**src/rtl/core/mfsd_pkg.sv**
```systemverilog
// ----------------------------------------------------------------------------
// mfsd_pkg - shared types and constants for the marker framed sum deframer
// frame status codes, result item layout and payload length limit
// ----------------------------------------------------------------------------
package mfsd_pkg;

  localparam int MAX_FRAME = 256;

  // longest payload that still leaves room for start, checksum and end
  localparam int LEN_LIMIT_INT = (MAX_FRAME - 3 < 253) ? (MAX_FRAME - 3) : 253;
  localparam logic [7:0] LEN_LIMIT = 8'(LEN_LIMIT_INT);

  typedef enum logic [2:0] {
    ST_BUSY    = 3'd0,
    ST_GOOD    = 3'd1,
    ST_BAD_END = 3'd2,
    ST_BAD_SUM = 3'd3,
    ST_DISCARD = 3'd4
  } frame_status_t;

  typedef enum logic [1:0] {
    REG_START_MARKER   = 2'd0,
    REG_END_MARKER     = 2'd1,
    REG_PAYLOAD_LENGTH = 2'd2
  } reg_index_t;

  typedef struct packed {
    frame_status_t frame_status;
    logic          frame_done;
    logic [7:0]    payload_index;
    logic          is_payload;
    logic [7:0]    data_byte;
  } result_t;

endpackage

```
**src/rtl/core/marker_framed_sum_deframer.sv**
```systemverilog
// ----------------------------------------------------------------------------
// marker_framed_sum_deframer - start/end marker frame receiver, 8-bit sum check
// throughput: one byte per cycle while the skid entry is empty, as set by
// the position counter and sum adder; each result item goes into the output
// register, or into the skid entry that holds one extra result on a stall
// reset (rst, synchronous): hunting, sums, config, valid flags cleared to zero
// ----------------------------------------------------------------------------
module marker_framed_sum_deframer (
  input  logic        clk,
  input  logic        rst,
  // input stream
  input  logic        s_axis_tvalid,
  output logic        s_axis_tready,
  input  logic [7:0]  s_axis_tdata,   // [7:0] rx_byte
  // output stream
  output logic        m_axis_tvalid,
  input  logic        m_axis_tready,
  output logic [15:0] m_axis_tdata,   // [7:0] data_byte, [15:8] payload_index
  output logic [3:0]  m_axis_tuser,   // [0] is_payload, [3:1] frame_status
  output logic        m_axis_tlast,   // frame_done
  // register write channel
  input  logic        cfg_valid,
  output logic        cfg_ready,
  input  logic [1:0]  cfg_index,
  input  logic [7:0]  cfg_data
);
  import mfsd_pkg::*;

  logic [7:0] start_marker;
  logic [7:0] end_marker;
  logic [7:0] payload_length;

  logic [7:0] frame_position;
  logic [7:0] running_sum;
  logic [7:0] received_checksum;
  logic [7:0] frame_position_next;
  logic [7:0] running_sum_next;
  logic [7:0] received_checksum_next;

  result_t    res;
  result_t    out_item;
  result_t    skid_item;
  logic       skid_valid;
  logic       in_accept;
  logic       out_free;
  logic [8:0] sum_slot;
  logic [7:0] end_sum;

  assign cfg_ready     = 1'b1;
  assign s_axis_tready = !skid_valid;
  assign in_accept     = s_axis_tvalid && s_axis_tready;
  assign out_free      = !m_axis_tvalid || m_axis_tready;

  // register writes, out-of-range payload length saturates
  always_ff @(posedge clk) begin
    if (rst) begin
      start_marker   <= '0;
      end_marker     <= '0;
      payload_length <= '0;
    end else if (cfg_valid && cfg_ready) begin
      case (reg_index_t'(cfg_index))
        REG_START_MARKER:   start_marker <= cfg_data;
        REG_END_MARKER:     end_marker   <= cfg_data;
        REG_PAYLOAD_LENGTH: payload_length <= (cfg_data > LEN_LIMIT) ? LEN_LIMIT : cfg_data;
        default: ;
      endcase
    end
  end

  assign sum_slot = {1'b0, payload_length} + 9'd1;
  assign end_sum  = running_sum + s_axis_tdata;

  always_comb begin
    frame_position_next    = frame_position;
    running_sum_next       = running_sum;
    received_checksum_next = received_checksum;
    res.data_byte          = s_axis_tdata;
    res.is_payload         = 1'b0;
    res.payload_index      = '0;
    res.frame_done         = 1'b0;
    res.frame_status       = ST_BUSY;
    if (frame_position == '0) begin
      if (s_axis_tdata == start_marker) begin
        running_sum_next    = s_axis_tdata;
        frame_position_next = 8'd1;
      end else begin
        res.frame_status = ST_DISCARD;
      end
    end else if (frame_position <= payload_length) begin
      res.is_payload      = 1'b1;
      res.payload_index   = frame_position - 8'd1;
      running_sum_next    = end_sum;
      frame_position_next = frame_position + 8'd1;
    end else if ({1'b0, frame_position} == sum_slot) begin
      received_checksum_next = s_axis_tdata;
      frame_position_next    = frame_position + 8'd1;
    end else begin
      res.frame_done = 1'b1;
      if (s_axis_tdata != end_marker) begin
        res.frame_status = ST_BAD_END;
      end else if (end_sum == received_checksum) begin
        res.frame_status = ST_GOOD;
      end else begin
        res.frame_status = ST_BAD_SUM;
      end
      frame_position_next = '0;
      running_sum_next    = '0;
    end
  end

  always_ff @(posedge clk) begin
    if (rst) begin
      frame_position    <= '0;
      running_sum       <= '0;
      received_checksum <= '0;
    end else if (in_accept) begin
      frame_position    <= frame_position_next;
      running_sum       <= running_sum_next;
      received_checksum <= received_checksum_next;
    end
  end

  // output register with one skid entry behind it
  always_ff @(posedge clk) begin
    if (rst) begin
      m_axis_tvalid <= 1'b0;
      skid_valid    <= 1'b0;
    end else if (out_free) begin
      if (skid_valid) begin
        out_item      <= skid_item;
        m_axis_tvalid <= 1'b1;
        skid_valid    <= 1'b0;
      end else if (in_accept) begin
        out_item      <= res;
        m_axis_tvalid <= 1'b1;
      end else begin
        m_axis_tvalid <= 1'b0;
      end
    end else if (in_accept) begin
      skid_item  <= res;
      skid_valid <= 1'b1;
    end
  end

  assign m_axis_tdata = {out_item.payload_index, out_item.data_byte};
  assign m_axis_tuser = {out_item.frame_status, out_item.is_payload};
  assign m_axis_tlast = out_item.frame_done;

  a_skid_behind_out: assert property (@(posedge clk) disable iff (rst)
    skid_valid |-> m_axis_tvalid)
    else $error("skid entry held while output register empty");

  a_done_has_verdict: assert property (@(posedge clk) disable iff (rst)
    (m_axis_tvalid && m_axis_tlast) |->
      (m_axis_tuser[3:1] == ST_GOOD || m_axis_tuser[3:1] == ST_BAD_END ||
       m_axis_tuser[3:1] == ST_BAD_SUM))
    else $error("frame end item without a final status");

  a_payload_in_progress: assert property (@(posedge clk) disable iff (rst)
    (m_axis_tvalid && m_axis_tuser[0]) |->
      (m_axis_tuser[3:1] == ST_BUSY && !m_axis_tlast))
    else $error("payload item carries a final status");

  a_discard_keeps_hunting: assert property (@(posedge clk) disable iff (rst)
    (in_accept && frame_position == '0 && s_axis_tdata != start_marker)
      |=> frame_position == '0)
    else $error("left hunting on a non-start byte");

endmodule

```
**config.mk**
```make
export PLATFORM = sky130hd
export DESIGN_NAME = marker_framed_sum_deframer
export DESIGN_NICKNAME = d
export VERILOG_FILES = /design/src/rtl/core/mfsd_pkg.sv /design/src/rtl/core/marker_framed_sum_deframer.sv
export SDC_FILE = /design/constraint.sdc
export NUM_CORES = 1
export LEC_CHECK = 0
export ABC_AREA = 0
export CAP_MARGIN = 10
export CORE_UTILIZATION = 55
export DETAILED_ROUTE_END_ITERATION = 7
export DONT_BUFFER_PORTS = 1
export PLACE_DENSITY_LB_ADDON = 0.08
export SYNTH_ARGS = -nofsm -noshare
export SYNTH_HDL_FRONTEND = slang
export SYNTH_SLANG_ARGS = --single-unit
```
**constraint.sdc**
```tcl
create_clock -name clk -period 2.82 [get_ports clk]
set_clock_uncertainty 0.15 [all_clocks]
set_input_delay 0.141 -clock clk [delete_from_list [all_inputs] [get_ports clk]]
set_output_delay 0.141 -clock clk [all_outputs]
set_load 0.02 [all_outputs]
```
==> flow_summary.json, run 1 <==
{
  "power_frac_clock_pct": 33.9,
  "dieArea_um2": 9480,
  "start_kind": "flip-flop",
  "ant_nets": 0,
  "slew_headroom_pct": 62.1,
  "period_needed_ps": 2790,
  "final.setup.worst_slack_ps": 31.0,
  "drt_iter0_drc": 149,
  "final-setup-viol-count": 0,
  "drt-pass1-iter-count": 4,
  "p_seq_share_pct": 56.1,
  "antenna_found_initial": 0,
  "syn_area_per_cell_um2": 10.1,
  "grt_usage_pct": 24.3,
  "synth_edf_count": 42,
  "synth_warnings": 0,
  "synth_top_area_share_pct": 25.2,
  "multi_input_area_um2": 2590,
  "cts.clk_slew.worst_paths_ps": 90,
  "synth_area_leader_cell": "edfxtp_1",
  "cts_buffers": 9,
  "die_height_um": 97.4,
  "vdd_drop_max_uv": 297,
  "p_sw_share_pct": 24.6,
  "gr-total-overflow": 0,
  "cellPowerDensity_nw_per_um2": 446,
  "finalHoldViolations": 0,
  "holdPathEnd": "payload_length[0]",
  "vias": 3720,
  "num_antenna_cells": 0,
  "crit_required_ps": 2790,
  "critical_path.top_delay_family": "simple AND/OR/NAND/NOR gates",
  "io_pins": 47,
  "clockRootBuffer": "clkbuf_8",
  "crit_chain": "ha_4 -> fa_2 -> xnor2_2 -> xor2_1 -> o21ai_1 -> or4_4 -> nor4_2 -> a31oi_1 -> mux2_4",
  "fp.dieW_um": 97.4,
  "cts.sinks": 92,
  "wirelength_um": 11000,
  "design_area_um2": 5800,
  "critPathBufInv": 0,
  "async_flop_share_pct": 0,
  "min_path_type": "in2reg",
  "drv_slew": 0,
  "outcome": "complete, no violations",
  "rr_worst_depth": 9,
  "total_power_mw": 2.59,
  "synth.distinct_cells": 71,
  "crit_type": "reg2reg",
  "drive_above_1_share_pct": 16.7,
  "synth_top_flop_cell": "dfxtp_1",
  "max_stage_delay_ps": 540,
  "n_fill_cell": 725,
  "rr_endpoint": "m_axis_tuser[2]",
  "route.detailed.drc": 0,
  "comb_power_share_pct": 10.0,
  "seq_area_um2": 2270,
  "post-place-ws_ps": -172,
  "end_kind": "flip-flop",
  "rrSetupSlack_ps": 30,
  "cp_slowest_cell": "or4_4",
  "p_int_mw": 1.95,
  "maxCapViolCount": 0,
  "netlist_instances": 496,
  "synth_most_common_cell": "nor2_1",
  "start_util_pct": 57.1,
  "critPathMaxFanout": 2,
  "core_um2": 8760,
  "areaGrowthSynthToFinish_pct": 15.9,
  "p_leak_nw": 2.28,
  "synth-seq-cells": 92,
  "rsz0062_at_grt": "true",
  "period_share_pct": 98.9,
  "synthTopCellsByCount": "58 x nor2_1, 50 x dfxtp_1, 42 x edfxtp_1, 32 x mux2i_1, 31 x nand2_1",
  "max_freq_mhz": 359,
  "cts_tree": "built",
  "gp_congestion": 0.915,
  "clkLatencyLatePin_ps": 360,
  "synth_fp_nets": 538,
  "grt_pass1_vias": 3617,
  "whs_path_depth": 2,
  "netlist_area_um2": 5000,
  "ys_top_cells_by_area": "edfxtp_1 25%, dfxtp_1 20%, mux2i_1 6.4%, xnor2_1 4.9%, ha_1 4.5%",
  "htree_levels": 3,
  "avgRoutedWirePerCell_um": 16.8,
  "worstMarginPinSlew_ps": 566,
  "post-dp-hpwl_um": 7830,
  "clockBufferDepth": 2,
  "grt_pass1_wl_um": 18100,
  "row_count": 34,
  "nets": 581,
  "seq_area_frac_synth_pct": 45.2,
  "portBuffers": 0,
  "hp-start": "cfg_data[3]",
  "place_area_um2": 5290,
  "grt_max_degree": 48,
  "r2r-start": "running_sum[0]",
  "startpoint": "running_sum[0]",
  "switching_power_mw": 0.636,
  "worstPathArrival_ps": 2760,
  "via_per_inst": 5.71
}
[area by class of cell]
cell class                      count  share of cell area [%]
Multi-Input combinational cell    356                    44.7
Sequential cell                    92                    39.1
Timing Repair Buffer               61                    9.24
Tap cell                          108                    2.33
Clock buffer                       11                    2.27
Inverter                           19                    1.23
Clock inverter                      5                    1.08
[power by group through the flow]
stage	sequential (mW)	clock [mW]	combinational, mW
CTS	1.45	0.904	0.255
floorplan	1.48	0	0.166
detailed placement	1.48	0	0.202
global placement	1.48	0	0.197
finish	1.45	0.878	0.258
global route	1.46	0.957	0.283
[how the worst max path moves through the flow]
stage                     cells past startpoint               to  slack [ps]
after floorplan                               9  m_axis_tuser[2]           9
after global placement                        9  m_axis_tuser[2]        -120
after detailed placement                      9  m_axis_tuser[2]        -170
after CTS                                     9  m_axis_tuser[2]         -20
after global routing                          9  m_axis_tuser[2]         -60
final                                         9  m_axis_tuser[2]          30
[layout by cell type (no fill, tap or decap), types with 14 or more instances in the layout]
cell	netlist	routed
nor2_1	58	58
mux2i_1	32	32
inv_1	19	19
nand2_1	31	31
a21oi_1	15	15
xor2_1	14	14
buf_4	1	38
xnor2_1	28	27
edfxtp_1	42	42
dlygate4sd3_1	0	21
ha_1	18	17
dfxtp_1	50	46
[worst register-to-register path: stages (launching register included)]
cell and delay (ps):
dfxtp_2 340, ha_4 160, fa_2 370, xnor2_2 180
xor2_1 170, o21ai_1 90, or4_4 540, nor4_2 150
a31oi_1 130, mux2_4 270
[state kept, by name (all words and copies together), names as in the netlist]
| register | flops |
|---|---|
| payload_length | 8 |
| received_checksum | 8 |
| running_sum | 8 |
| m_axis_tvalid | 1 |
| frame_position | 8 |
| m_axis_tlast | 1 |
| end_marker | 8 |
| skid_item | 21 |
| skid_valid | 1 |
| m_axis_tuser | 4 |
| start_marker | 8 |
| m_axis_tdata | 16 |
[stage by stage]
| stage | util [%] | std cells | hold slack [ps] | TNS [ps] |
|---|---|---|---|---|
| 2_1_floorplan | - | 496 | 89.9 | 0 |
| 3_3_place_gp | 60.3 | 611 | 71.1 | -117 |
| 3_5_place_dp | 60.3 | 611 | 71.6 | -176 |
| 4_1_cts | 65.5 | 650 | 9.58 | -25.0 |
| 5_1_grt | 66.1 | 652 | 28.6 | -62.0 |
| 6_report | 66.1 | 652 | 16.9 | 0 |
[routing by layer]
layer	part of all wire [%]	global-route usage, %
met4	0.73	6.79
met1	48	33.6
met3	4.6	4.39
met5	0	0
met2	46	39.3
[timing repair]
action                                 4_1_cts  5_1_grt
pin swaps                                    6        4
endpoints found under the hold margin       71        0
setup endpoints to repair                    1       20
gates resized for setup                      7       11
buffers inserted                             1        2
hold buffers                                22        0
[logic make-up (layout without fill, tap and decap cells)]
family | after synthesis | count (layout) | synth area share (%)
AOI/OAI and AO/OA | 88 | 88 | 12.6
other | 1 | 1 | 0.0750
DFF | 92 | 92 | 45.2
adders and majority gates | 19 | 19 | 4.90
xor gates and xnor gates | 42 | 42 | 7.36
buffers and inverters | 48 | 96 | 4.45
muxes | 41 | 41 | 8.43
and+or+nand+nor | 165 | 165 | 17.0
Power figures use the tool's default switching activity.
==> inputs of run 2 (changes only) <==
--- a/config.mk
+++ b/config.mk
@@ -11,6 +11,7 @@
 export DETAILED_ROUTE_END_ITERATION = 7
 export DONT_BUFFER_PORTS = 1
 export PLACE_DENSITY_LB_ADDON = 0.08
+export REMOVE_ABC_BUFFERS = 1
 export SYNTH_ARGS = -nofsm -noshare
 export SYNTH_HDL_FRONTEND = slang
 export SYNTH_SLANG_ARGS = --single-unit
==> run 2 against run 1 <==
Net effect:
- die area unchanged
- total power decreased by 3.8%
- core utilization decreased by 0.36 points
- clock-buffer cell count decreased by 1
- first-iteration DRC count increased by 9.4%
- register-to-register slack improved by 50 ps
- non-clock buffer count decreased by 3
- sequential power about the same
- via count increased by 2.4%
- combinational power about the same
- largest power group unchanged
==> flow_summary.json, run 2 (synthesized netlist as in run 1, its figures left out) <==
{
  "clockBufferDepth": 2,
  "worstPathArrival_ps": 2700,
  "fp.dieW_um": 97.4,
  "htree_levels": 3,
  "drt_iter0_drc": 163,
  "cts.clk_slew.worst_paths_ps": 90,
  "drt-pass1-iter-count": 5,
  "dpl.cell_count": 610,
  "crit_type": "reg2reg",
  "largest_reg_flops": 21,
  "cts_buffers": 9,
  "fin_cells": 648,
  "clkLatencyLatePin_ps": 360,
  "cellPowerDensity_nw_per_um2": 432,
  "vdd_drop_max_uv": 237,
  "finalHoldViolations": 0,
  "final_cell_mix": "58 x nor2_1, 48 x dfxtp_1, 42 x edfxtp_1",
  "post-dp-hpwl_um": 7640,
  "critPathMaxFanout": 2,
  "cts.sinks": 92,
  "p_leak_nw": 2.26,
  "wirelength_um": 11000,
  "cts_tree": "built",
  "grt_pass1_vias": 3752,
  "slew_headroom_pct": 64.7,
  "rsz0062_at_grt": "true",
  "maxCapViolCount": 0,
  "drive_above_1_share_pct": 15.4,
  "areaGrowthSynthToFinish_pct": 15.3,
  "grt_pass1_wl_um": 18400,
  "postLayoutCoreUtil_pct": 65.8,
  "min_path_type": "in2reg",
  "route.detailed.drc": 0,
  "portBuffers": 0,
  "antenna_found_initial": 0,
  "max_flop_register": "skid_item",
  "via_per_inst": 5.88,
  "worstMarginPinSlew_ps": 528,
  "start_util_pct": 57.1,
  "drv_slew": 0,
  "ant_nets": 0,
  "nets": 578,
  "row_count": 34,
  "dieArea_um2": 9480,
  "gr-total-overflow": 0,
  "core_um2": 8760,
  "num_antenna_cells": 0,
  "grt_max_degree": 48,
  "max_freq_mhz": 365,
  "clockRootBuffer": "clkbuf_8",
  "die_height_um": 97.4,
  "final-setup-viol-count": 0,
  "gp_congestion": 0.884,
  "outcome": "complete, no violations",
  "final_common_cell": "nor2_1",
  "period_share_pct": 97.1,
  "period_needed_ps": 2740,
  "grt_usage_pct": 24.4,
  "crit_required_ps": 2780,
  "vias": 3808,
  "avgRoutedWirePerCell_um": 17.0,
  "io_pins": 47,
  "end_kind": "flip-flop",
  "finalSetupTns_ps": 0,
  "start_kind": "flip-flop"
}
## run 2: cell count changes in the layout (fill, tap and decap cells not counted), sizes merged
cell	delta
buf	-3
bufinv	-1
clkbuf	-1
clkinv	+1
## run 2: where the power goes
group,switching (mW),total [mW],internal [mW]
combinational,0.142,0.255,0.114
clock,0.464,0.783,0.319
sequential,0.0306,1.45,1.42
total,0.636,2.49,1.85
## run 2: metrics by stage
step | total power, mW | worst slack, ps | hold WS, ps | area, um^2
finish | 2.49 | 80.6 | 7.32 | 5770
global placement | 1.68 | -195 | 67.9 | 5280
floorplan | 1.63 | -323 | 60.1 | 4850
global route | 2.59 | -46.4 | 69.8 | 5770
detailed placement | 1.68 | -248 | 70.0 | 5280
CTS | 2.50 | 9.87 | 1.80 | 5690
## run 2: metal layers
layer	vias to the layer above	GRT usage, %	part of all wire, %
li1	1872	-	-
met1	1804	32.2	46
met2	113	40.7	48
met3	19	3.45	4.3
met4	0	9.05	2.0
met5	-	0	0
## run 2: worst max-delay path, stage by stage, from the launching register on
cell     delay [ps]
dfxtp_2         340
ha_4            160
fa_2            360
xnor2_2         170
xor2_1          180
o21ai_1          90
or4_4           530
nor4_4          140
a31oi_1         120
mux2_4          270
## run 2: path summary, 6_finish.rpt
path / startpoint / to / slack, ps / depth (start not counted)
setup / recovery: running_sum[0] / m_axis_tuser[2] / 80 / 9
hold / removal: cfg_data[2] / payload_length[0] / 7 / 2
setup reg to reg: running_sum[0] / m_axis_tuser[2] / 80 / 9
hold reg to reg: running_sum[6] / running_sum[6] / 380 / 2
## run 2: layout make-up
class	count	area [um^2]
clock buffer	10	128
clock inverter	5	37.5
fill	725	3000
inverter	19	71.3
multi-input combinational	356	2590
sequential	92	2260
tap	108	135
timing repair buffer	58	538
## run 2: repair_timing
item | 4_1_cts | 5_1_grt
gates cloned | 0 | 0
hold endpoints to repair | 69 | 0
setup buffers | 0 | 1
hold buffers | 22 | 0
gates resized for setup | 3 | 11
pin swaps | 2 | 1
setup endpoints to repair | 2 | 23
